## config.mk

```make
export PLATFORM = sky130hd
export DESIGN_NAME = ycrcb_skin_pixel_classifier_flat
export DESIGN_NICKNAME = d
export VERILOG_FILES = /design/src/hw/rtl/yskin_pkg.sv /design/src/hw/rtl/yskin_if.sv /design/src/hw/rtl/yskin_chroma.sv /design/src/hw/rtl/ycrcb_skin_pixel_classifier.sv /design/src/flat_wrapper.sv
export SDC_FILE = /design/constraint.sdc
export NUM_CORES = 1
export LEC_CHECK = 0
export BUFFER_PORTS_ARGS = -buffer_cell sky130_fd_sc_hd__buf_4
export CORE_MARGIN = 4
export CORE_UTILIZATION = 35
export CTS_CLUSTER_SIZE = 10
export DETAILED_ROUTE_END_ITERATION = 7
export GPL_ROUTABILITY_DRIVEN = 0
export PLACE_DENSITY = 0.61
export RECOVER_POWER = 50
export SKIP_LAST_GASP = 1
export SLEW_MARGIN = 10
export SYNTH_ARGS = -nofsm -noshare
export SYNTH_HDL_FRONTEND = slang
export SYNTH_HIERARCHICAL = 1
export SYNTH_SLANG_ARGS = --single-unit
```

## constraint.sdc

```tcl
create_clock -name clk_i -period 12.2 [get_ports clk_i]
set_input_delay 1.83 -clock clk_i [delete_from_list [all_inputs] [get_ports clk_i]]
set_output_delay 1.83 -clock clk_i [all_outputs]
set_load 0.05 [all_outputs]
```

## src/hw/rtl/yskin_pkg.sv

```systemverilog
// Shared constants and types for the YCrCb skin pixel classifier.
package yskin_pkg;

  // Luma weights, 14-bit fixed point
  localparam logic [13:0] LumaWr = 14'd4899;
  localparam logic [13:0] LumaWg = 14'd9617;
  localparam logic [13:0] LumaWb = 14'd1868;

  // Chroma gains
  localparam logic [13:0] GainCr = 14'd11682;
  localparam logic [13:0] GainCb = 14'd9241;

  localparam logic [21:0]        FixHalf    = 22'd8192;
  // (128 << 14) + rounding half
  localparam logic signed [23:0] ChromaBias = 24'sd2105344;

  typedef enum logic [2:0] {
    REG_LUMA_MIN  = 3'd0,
    REG_LUMA_MAX  = 3'd1,
    REG_CR_MIN    = 3'd2,
    REG_CR_MAX    = 3'd3,
    REG_CB_MIN    = 3'd4,
    REG_CB_MAX    = 3'd5
  } cfg_idx_e;

  localparam logic [7:0] RstLumaMin = 8'd100;
  localparam logic [7:0] RstLumaMax = 8'd255;
  localparam logic [7:0] RstCrMin   = 8'd160;
  localparam logic [7:0] RstCrMax   = 8'd190;
  localparam logic [7:0] RstCbMin   = 8'd70;
  localparam logic [7:0] RstCbMax   = 8'd100;

  // Load enables for the two chroma stages
  typedef struct packed {
    logic mul_en;
    logic sat_en;
  } chroma_en_t;

endpackage

```

## src/hw/rtl/yskin_if.sv

```systemverilog
// Handshake interfaces: pixel in, mask out, register write.
interface yskin_pix_if;
  logic       valid;
  logic       ready;
  logic [7:0] blue;
  logic [7:0] green;
  logic [7:0] red;
  modport source (output valid, blue, green, red, input ready);
  modport sink   (input valid, blue, green, red, output ready);
endinterface

interface yskin_mask_if;
  logic valid;
  logic ready;
  logic skin;
  modport source (output valid, skin, input ready);
  modport sink   (input valid, skin, output ready);
endinterface

interface yskin_cfg_if;
  logic       valid;
  logic       ready;
  logic [2:0] index;
  logic [7:0] data;
  modport source (output valid, index, data, input ready);
  modport sink   (input valid, index, data, output ready);
endinterface

```

## src/hw/rtl/yskin_chroma.sv

```systemverilog
// One chroma channel: gain multiply stage, then bias, shift and clamp stage.
module yskin_chroma (
  input  logic                   clk_i,
  input  yskin_pkg::chroma_en_t  en_i,
  input  logic signed [8:0]      diff_i,
  input  logic [13:0]            gain_i,
  output logic [7:0]             chroma_o
);

  logic signed [14:0] gain_s;
  logic signed [23:0] prod_d, prod_q;
  logic signed [23:0] biased;
  logic [7:0]         chroma_d, chroma_q;

  assign gain_s = signed'({1'b0, gain_i});
  assign prod_d = diff_i * gain_s;

  always_ff @(posedge clk_i) begin
    if (en_i.mul_en) begin
      prod_q <= prod_d;
    end
  end

  assign biased = prod_q + yskin_pkg::ChromaBias;

  // negative -> 0, quotient above 255 -> 255
  always_comb begin
    if (biased[23]) begin
      chroma_d = 8'd0;
    end else if (biased[22]) begin
      chroma_d = 8'd255;
    end else begin
      chroma_d = biased[21:14];
    end
  end

  always_ff @(posedge clk_i) begin
    if (en_i.sat_en) begin
      chroma_q <= chroma_d;
    end
  end

  assign chroma_o = chroma_q;

endmodule

```

## src/hw/rtl/ycrcb_skin_pixel_classifier.sv

```systemverilog
// Top level: BGR pixel to YCrCb, three range tests, two-of-three skin vote.
//
//  channel | modport | beat carries        | accepted when
//  --------+---------+---------------------+-------------------
//  pix_i   | sink    | blue, green, red    | valid && ready
//  cfg_i   | sink    | index, data         | valid && ready
//  mask_o  | source  | skin                | valid && ready
//
// Five register stages: luma products, luma sum and differences, chroma
// products, chroma clamp, range vote. One pixel per cycle sustained while
// mask_o is ready. Each stage has its own valid bit and loads when empty or
// when the stage after it moves, so bubbles close up and a stall at mask_o
// holds every beat in place. rst_ni clears valid bits and sets the bound
// registers to their defaults; cfg_i is always ready.
module ycrcb_skin_pixel_classifier (
  input  logic         clk_i,
  input  logic         rst_ni,
  yskin_pix_if.sink    pix_i,
  yskin_cfg_if.sink    cfg_i,
  yskin_mask_if.source mask_o
);

  // ---------------- bound registers ----------------
  logic [7:0] luma_min_q, luma_max_q, cr_min_q, cr_max_q, cb_min_q, cb_max_q;

  assign cfg_i.ready = 1'b1;

  always_ff @(posedge clk_i or negedge rst_ni) begin
    if (!rst_ni) begin
      luma_min_q <= yskin_pkg::RstLumaMin;
      luma_max_q <= yskin_pkg::RstLumaMax;
      cr_min_q   <= yskin_pkg::RstCrMin;
      cr_max_q   <= yskin_pkg::RstCrMax;
      cb_min_q   <= yskin_pkg::RstCbMin;
      cb_max_q   <= yskin_pkg::RstCbMax;
    end else if (cfg_i.valid) begin
      unique case (cfg_i.index)
        yskin_pkg::REG_LUMA_MIN: luma_min_q <= cfg_i.data;
        yskin_pkg::REG_LUMA_MAX: luma_max_q <= cfg_i.data;
        yskin_pkg::REG_CR_MIN:   cr_min_q   <= cfg_i.data;
        yskin_pkg::REG_CR_MAX:   cr_max_q   <= cfg_i.data;
        yskin_pkg::REG_CB_MIN:   cb_min_q   <= cfg_i.data;
        yskin_pkg::REG_CB_MAX:   cb_max_q   <= cfg_i.data;
        default: ;  // unknown index: dropped
      endcase
    end
  end

  // ---------------- pipeline flow control ----------------
  logic [4:0] vld_q, vld_d;
  logic [4:0] load;

  // stage k loads when empty or when stage k+1 takes its beat
  assign load[4] = !vld_q[4] || mask_o.ready;
  assign load[3] = !vld_q[3] || load[4];
  assign load[2] = !vld_q[2] || load[3];
  assign load[1] = !vld_q[1] || load[2];
  assign load[0] = !vld_q[0] || load[1];

  assign pix_i.ready = load[0];

  always_comb begin
    vld_d = vld_q;
    if (load[0]) vld_d[0] = pix_i.valid;
    if (load[1]) vld_d[1] = vld_q[0];
    if (load[2]) vld_d[2] = vld_q[1];
    if (load[3]) vld_d[3] = vld_q[2];
    if (load[4]) vld_d[4] = vld_q[3];
  end

  always_ff @(posedge clk_i or negedge rst_ni) begin
    if (!rst_ni) begin
      vld_q <= '0;
    end else begin
      vld_q <= vld_d;
    end
  end

  // ---------------- stage 1: luma products ----------------
  logic [21:0] pr_q, pg_q, pb_q;
  logic [7:0]  r1_q, b1_q;

  always_ff @(posedge clk_i) begin
    if (load[0]) begin
      pr_q <= 22'(pix_i.red)   * 22'(yskin_pkg::LumaWr);
      pg_q <= 22'(pix_i.green) * 22'(yskin_pkg::LumaWg);
      pb_q <= 22'(pix_i.blue)  * 22'(yskin_pkg::LumaWb);
      r1_q <= pix_i.red;
      b1_q <= pix_i.blue;
    end
  end

  // ---------------- stage 2: luma, color differences ----------------
  // sum peaks just under 2^22, so Y is bits 21:14
  logic [21:0]       ysum;
  logic [7:0]        y2_q;
  logic signed [8:0] dr_q, db_q;

  assign ysum = pr_q + pg_q + pb_q + yskin_pkg::FixHalf;

  always_ff @(posedge clk_i) begin
    if (load[1]) begin
      y2_q <= ysum[21:14];
      dr_q <= signed'({1'b0, r1_q}) - signed'({1'b0, ysum[21:14]});
      db_q <= signed'({1'b0, b1_q}) - signed'({1'b0, ysum[21:14]});
    end
  end

  // ---------------- stages 3-4: chroma ----------------
  yskin_pkg::chroma_en_t cen;
  logic [7:0] y3_q, y4_q;
  logic [7:0] cr4, cb4;

  assign cen.mul_en = load[2];
  assign cen.sat_en = load[3];

  yskin_chroma u_cr (
    .clk_i    (clk_i),
    .en_i     (cen),
    .diff_i   (dr_q),
    .gain_i   (yskin_pkg::GainCr),
    .chroma_o (cr4)
  );

  yskin_chroma u_cb (
    .clk_i    (clk_i),
    .en_i     (cen),
    .diff_i   (db_q),
    .gain_i   (yskin_pkg::GainCb),
    .chroma_o (cb4)
  );

  always_ff @(posedge clk_i) begin
    if (load[2]) y3_q <= y2_q;
    if (load[3]) y4_q <= y3_q;
  end

  // ---------------- stage 5: range tests and vote ----------------
  // inverted bounds (min > max) can never pass
  logic pass_y, pass_cr, pass_cb;
  logic skin_q;

  assign pass_y  = (y4_q >= luma_min_q) && (y4_q <= luma_max_q);
  assign pass_cr = (cr4  >= cr_min_q)   && (cr4  <= cr_max_q);
  assign pass_cb = (cb4  >= cb_min_q)   && (cb4  <= cb_max_q);

  always_ff @(posedge clk_i) begin
    if (load[4]) begin
      skin_q <= (pass_y & pass_cr) | (pass_y & pass_cb) | (pass_cr & pass_cb);
    end
  end

  assign mask_o.valid = vld_q[4];
  assign mask_o.skin  = skin_q;

endmodule

```

## src/flat_wrapper.sv

```systemverilog
// flat-port wrapper written by rule: the top's interface ports become plain ports
module ycrcb_skin_pixel_classifier_flat 
  (clk_i, rst_ni, pix_i_valid, pix_i_blue, pix_i_green, pix_i_red, pix_i_ready, cfg_i_valid, cfg_i_index, cfg_i_data, cfg_i_ready, mask_o_valid, mask_o_skin, mask_o_ready);
  yskin_pix_if pix_i_i ();
  yskin_cfg_if cfg_i_i ();
  yskin_mask_if mask_o_i ();
  input  logic clk_i;
  input  logic rst_ni;
  input wire logic [$bits(pix_i_i.valid)-1:0] pix_i_valid;
  input wire logic [$bits(pix_i_i.blue)-1:0] pix_i_blue;
  input wire logic [$bits(pix_i_i.green)-1:0] pix_i_green;
  input wire logic [$bits(pix_i_i.red)-1:0] pix_i_red;
  output wire logic [$bits(pix_i_i.ready)-1:0] pix_i_ready;
  input wire logic [$bits(cfg_i_i.valid)-1:0] cfg_i_valid;
  input wire logic [$bits(cfg_i_i.index)-1:0] cfg_i_index;
  input wire logic [$bits(cfg_i_i.data)-1:0] cfg_i_data;
  output wire logic [$bits(cfg_i_i.ready)-1:0] cfg_i_ready;
  output wire logic [$bits(mask_o_i.valid)-1:0] mask_o_valid;
  output wire logic [$bits(mask_o_i.skin)-1:0] mask_o_skin;
  input wire logic [$bits(mask_o_i.ready)-1:0] mask_o_ready;
  assign pix_i_i.valid = pix_i_valid;
  assign pix_i_i.blue = pix_i_blue;
  assign pix_i_i.green = pix_i_green;
  assign pix_i_i.red = pix_i_red;
  assign pix_i_ready = pix_i_i.ready;
  assign cfg_i_i.valid = cfg_i_valid;
  assign cfg_i_i.index = cfg_i_index;
  assign cfg_i_i.data = cfg_i_data;
  assign cfg_i_ready = cfg_i_i.ready;
  assign mask_o_valid = mask_o_i.valid;
  assign mask_o_skin = mask_o_i.skin;
  assign mask_o_i.ready = mask_o_ready;
  ycrcb_skin_pixel_classifier u_core (.clk_i(clk_i), .rst_ni(rst_ni), .pix_i(pix_i_i), .cfg_i(cfg_i_i), .mask_o(mask_o_i));
endmodule
```

# [Word level (Yosys, flattened, before mapping)]
# Cells that the tools add are included.
# W data, S select, Z words.
[word_totals] out_inout_bits=4 register_bits=235 input_bits=40
[classes] n_reduce_logical=20 n_mul=5 mux=2 addsub=7 magnitude_cmp=6 bitwise=5 n_eq_ne=5
[op_table] cell="$add A24 B23 Y24 const B" count=2
[op_table] cell="$ge A8 B8 Y1" count=3
[op_table] cell="$le A8 B8 Y1" count=3
[op_table] cell="$mul A9 B15 Y24 const B" count=1
[op_table] cell="$mul A9 B14 Y23 const B" count=1
[op_table] cell="$add A21 B22 Y22" count=1
[op_table] cell="$add A22 B14 Y22 const B" count=1
[op_table] cell="$add A22 B19 Y22" count=1
[op_table] cell="$mul A8 B14 Y22 const B" count=1
[op_table] cell="$mul A8 B13 Y21 const B" count=1
[op_table] cell="$sub A8 B8 Y9" count=2
[op_table] cell="$mul A8 B9 Y17 const B" count=1
[op_table] cell="$mux W8" count=2
[op_table] cell="$reduce_and A2 Y1" count=6
[op_table] cell="$eq A3 B2 Y1 const B" count=2
[op_table] cell="$eq A3 B3 Y1 const B" count=2
[op_table] cell="$logic_not A1 Y1" count=5
[op_table] cell="$logic_or A1 B1 Y1" count=5
[op_table] cell="$and A1 B1 Y1" count=3
[op_table] cell="$eq A3 B1 Y1 const B" count=1
[op_table] cell="$logic_and A1 B1 Y1" count=3
[op_table] cell="$logic_not A3 Y1" count=1
[op_table] cell="$or A1 B1 Y1" count=2

# [Depth between registers and ports, before layout]
[logic_depth] word_depth=6 depth_mapped=19 ltp_nobuf=19

# [Hierarchy]
# Netlist, hierarchy kept.
[modules_own_cells] mod="ycrcb_skin_pixel_classifier" area_each_um2=13228.9 instances=1 cells_each=1215
[modules_own_cells] mod="yskin_chroma at u_core.u_cb" area_each_um2=4730.8 instances=1 cells_each=485
[modules_own_cells] mod="yskin_chroma at u_core.u_cr" area_each_um2=4699.5 instances=1 cells_each=490

# [Worst setup path after synthesis]
# OpenSTA, ideal clock, no wires.
[synth_timing] path_kind="input to output" from="in mask_o_ready" to="out pix_i_ready" required_time_ns=10.370 setup_slack_ns=5.770 n_path_buf=0 cell_stages=4 t_arrival_ns=4.600 cell_sequence="nor2b_1 > nand4_1 > inv_1 > nand2_1"
[synth_via] elab_chain_cells=5
[synth_rtl] item="start, declared" line_no="flat_wrapper.sv:20" text="input wire logic [$bits(mask_o_i.ready)-1:0] mask_o_ready;"
[synth_rtl] item="$logic_or A1 B1 Y1" line_no="ycrcb_skin_pixel_classifier.sv:54" text="assign load[4] = !vld_q[4] || mask_o.ready;"
[synth_rtl] item="$logic_or A1 B1 Y1" line_no="ycrcb_skin_pixel_classifier.sv:55" text="assign load[3] = !vld_q[3] || load[4];"
[synth_rtl] item="$logic_or A1 B1 Y1" line_no="ycrcb_skin_pixel_classifier.sv:56" text="assign load[2] = !vld_q[2] || load[3];"
[synth_rtl] item="$logic_or A1 B1 Y1" line_no="ycrcb_skin_pixel_classifier.sv:57" text="assign load[1] = !vld_q[1] || load[2];"
[synth_rtl] item="named net u_core.load[1]" line_no="ycrcb_skin_pixel_classifier.sv:51" text="logic [4:0] load;"
[synth_rtl] item="$logic_or A1 B1 Y1" line_no="ycrcb_skin_pixel_classifier.sv:58" text="assign load[0] = !vld_q[0] || load[1];"
[synth_rtl] item="end, declared" line_no="flat_wrapper.sv:13" text="output wire logic [$bits(pix_i_i.ready)-1:0] pix_i_ready;"
# The timed path passes the listed nets, and every way through them passes these cells.

# [Worst setup path after layout]
# Ends and elaborated chain as after synthesis.

==> parameters.txt <==
Parameter                              Value

Status
  Result of the run ... finished, violations left
  Failing checks ... capacitance limit, slew limit

Worst setup path
  Startpoint types ... primary input
  Buffers & Inverters on Critical Path ... 4
  Cell-by-cell trace of the critical path ... clkbuf_4 -> nor2b_1 -> nand4_1 -> clkbuf_1 -> inv_1 -> nand2_4 -> buf_4
  Slowest library cell on the worst path ... sky130_fd_sc_hd__clkbuf_1
  Worst setup EP type ... output port
  Largest stage delay on the critical path ... roughly 1000 ps
  Largest delay contributor family on the critical path ... buffers and inverters
  CP arrival ... about 3900 ps
  Type of the worst setup path ... primary input to output port
  Maximum fanout along the worst path ... 28
  Critical Path RT ... a little over 10000 ps

Cells and area
  Filler instances ... 6305
  Ratio of cells with drive above 1 in the final layout ... 5.93%
  ANT cells ... 0
  Syn-to-layout area delta ... 11.2%
  Highest-count cells in the layout ignoring fill and taps ... sky130_fd_sc_hd__inv_1 (413), sky130_fd_sc_hd__ha_1 (361), sky130_fd_sc_hd__fa_1 (229)
  Most common cell after layout, fill and taps aside ... sky130_fd_sc_hd__inv_1
  Net count, final ... around 3000

Timing
  Unrepaired setup endpoints after global routing ... false
  Relative max-transition margin ... -90.4%
  Max Slew Vio Count ... 70
  Setup violators final ... 0
  Worst setup skew after layout ... 19.4 ps
  Final hold violation count ... 0
  Transition at the pin with the smallest max-transition slack ... 2860 ps
  Fmax ... about 180 MHz
  Setup total negative slack ... 0 ps
  Final worst path period share ... a little under half
  Fin crit period ... roughly 5700 ps

Yosys
  Post-synthesis simple-gate area fraction ... between 10% and 20%
  Compound-gate portion of the synthesized area ... 8.29%
  Dominant combinational cell family by area after synthesis ... adder cells
  Post-synthesis adder-cell area fraction ... 40.6%
  Number of warning messages in the yosys log ... 6
  Top cell type's share of synthesized area ... 20.5%
  Leading area contributor after synthesis ... sky130_fd_sc_hd__edfxtp_1
  Per-instance average area after synthesis ... ~10 µm²
  Top cells by area in the synthesized netlist ... sky130_fd_sc_hd__edfxtp_1 (21%), sky130_fd_sc_hd__fa_1 (20%), sky130_fd_sc_hd__ha_1 (20%)
  Async S/R FF share, synth ... between 20% and 30%
  Post-synthesis instance area ... 22700 µm²
  Number of register bits inferred by synthesis ... 208
  Cells after Synth ... 2190
  Sequential cell area fraction in the yosys report ... a little over a quarter
  Prevailing post-synth register cell ... sky130_fd_sc_hd__edfxtp_1
  Number of enable flip-flop cells after synthesis ... between 150 and 200
  Xor and xnor fraction of the mapped netlist area ... ~4.3%
  Number of distinct library cell variants in the gate-level netlist after synthesis ... 83
  Share of cell area taken by muxes after synthesis ... less than 1%

Place
  HPWL after DPL ... between 30 and 40 mm
  Buffers on Ports ... 42

Clock tree
  CTS Buf Count ... 27
  Clock tree from TritonCTS ... built
  Clock slew at the register clock pins of the worst setup and hold paths ... roughly 60 ps
  CTS H-Tree Depth ... 1
  Clk root buf ... sky130_fd_sc_hd__clkbuf_16
  CTS sink count ... 208
  Quantity of hold-fixing buffers added after cts ... 0
  Total setup buffers inserted after CTS ... 0
  Resize count post-CTS ... 0
  Worst-skew pair later-pin latency ... approximately 540 ps
  Clock buffer depth ... 3

Die
  Core box area ... 64200 µm²
  Die Ht ... between 200 and 300 µm
  Total die area ... between 60000 and 70000 µm²
  Initial standard-cell utilization of the core ... a little over a third
  Core Rows ... 93
  I/O pin count ... between 40 and 50
  Die Width ... approximately 260 µm

GRT
  Wire length of the first global-routing pass ... around 78 mm
  Antenna violations before repair ... 0
  Via count of the first global-routing pass ... roughly 16000
  Gr usage total ... a little over an eighth
  GRT Residual Overflow ... 0
  Pin count of the biggest net entering global routing ... 76

Routing
  Violation count after the first detailed-route iteration ... approximately 620
  Count of TritonRoute iterations in the first routing pass ... 5
  Routed WL ... roughly 45 mm
  Antenna violation net count after detailed routing ... 0
  Drt drc ... 0
  WL/cell ... about 14 µm
  DR vias/cell ... about 4.6
  Vias after detailed routing ... approximately 15000

Min path
  Worst hold path class ... flip-flop to flip-flop

Run
  Number of violations of the max-capacitance limit ... 2
-- sequential cells by signal, summed over array words and instances, names as in the netlist, 9 cells and up --
signal              flops
u_core/pr_q            20
u_core/dr_q             9
u_core/pb_q            16
u_core/u_cr/prod_q     11
u_core/db_q             9
u_core/u_cb/prod_q     11
u_core/pg_q            22
-- final timing paths --
check	start	to	slack (ps)	cells after the start
worst min register to register	u_core/y3_q[1]	u_core/y4_q[1]	410	0
worst min-delay path	u_core/y3_q[1]	u_core/y4_q[1]	410	0
max in group asynchronous	rst_ni	u_core/vld_q[1]	8360	1
min in group asynchronous	rst_ni	u_core/cr_min_q[3]	2220	1
worst max register to register	u_core/pr_q[7]	u_core/db_q[6]	6840	19
worst max-delay path	mask_o_ready	pix_i_ready	6510	7
-- logic make-up after synthesis --
family | count (synthesis)
other cells | 2
xor+xnor | 109
fa+ha+maj | 599
flops | 208
simple gates | 509
buf+inv | 456
mux | 20
compound gates | 287
-- Yosys cell counts, types with 3 or more instances --
master                     count
sky130_fd_sc_hd__a211oi_1     10
sky130_fd_sc_hd__a21o_1       20
sky130_fd_sc_hd__a21oi_1      84
sky130_fd_sc_hd__a221oi_1      3
sky130_fd_sc_hd__a31oi_1      12
sky130_fd_sc_hd__and2_1      103
sky130_fd_sc_hd__and3_1        7
sky130_fd_sc_hd__clkbuf_1     39
sky130_fd_sc_hd__dfrtp_1      28
sky130_fd_sc_hd__dfstp_2      25
sky130_fd_sc_hd__edfxtp_1    155
sky130_fd_sc_hd__fa_1        229
sky130_fd_sc_hd__ha_1        361
sky130_fd_sc_hd__inv_1       413
sky130_fd_sc_hd__maj3_1        3
sky130_fd_sc_hd__maj3_2        6
sky130_fd_sc_hd__mux2_2       20
sky130_fd_sc_hd__nand2_1     171
sky130_fd_sc_hd__nand2b_1     36
sky130_fd_sc_hd__nand3_1      30
sky130_fd_sc_hd__nand4_1      10
sky130_fd_sc_hd__nor2_1       62
sky130_fd_sc_hd__nor2b_1      38
sky130_fd_sc_hd__nor3_1       15
sky130_fd_sc_hd__nor4_1        4
sky130_fd_sc_hd__nor4b_1       5
sky130_fd_sc_hd__o211ai_1      9
sky130_fd_sc_hd__o21a_1       15
sky130_fd_sc_hd__o21ai_0      78
sky130_fd_sc_hd__o21ai_1       3
sky130_fd_sc_hd__o21ai_2       3
sky130_fd_sc_hd__o21bai_1     10
sky130_fd_sc_hd__o31ai_1       4
sky130_fd_sc_hd__o41ai_1       4
sky130_fd_sc_hd__or2_2         4
sky130_fd_sc_hd__xnor2_1      73
sky130_fd_sc_hd__xor2_1       33
-- routing by layer --
layer  track usage [%]  routed length (µm)  up-vias
met3              1.64                1220       75
li1                  -                   -     7435
met4              3.52                1200        0
met2              24.3               22500      184
met1              16.8               19900     7189
met5                 0                   0        -
-- through the flow --
step / cells / worst slack (ps) / area [µm²] / util [%] / hold WS (ps)
final: 3249 / 6510 / 25200 / 39.2 / 414
after global routing: 3249 / 6130 / 25200 / 39.2 / 421
after CTS: 3249 / 6670 / 25300 / 39.4 / 417
after detailed placement: 3202 / 6100 / 24500 / 38.2 / 405
after global placement: 3202 / 6230 / 24500 / 38.2 / 407
after floorplan: 2342 / 5770 / 23200 / - / 400
-- layout make-up --
cell class	instances	area, µm²	area share (%)
well taps	855	1070	4.25
clock inverters	6	56.3	0.224
multi-input cells	1678	15500	61.5
inverters	413	1550	6.15
flip-flops and latches	208	6010	23.9
repair buffers	48	255	1.01
clock buffers	41	759	3.01
Power is not shown: default switching activity piles up to over one toggle a cycle in this logic, so the estimate is an artifact.
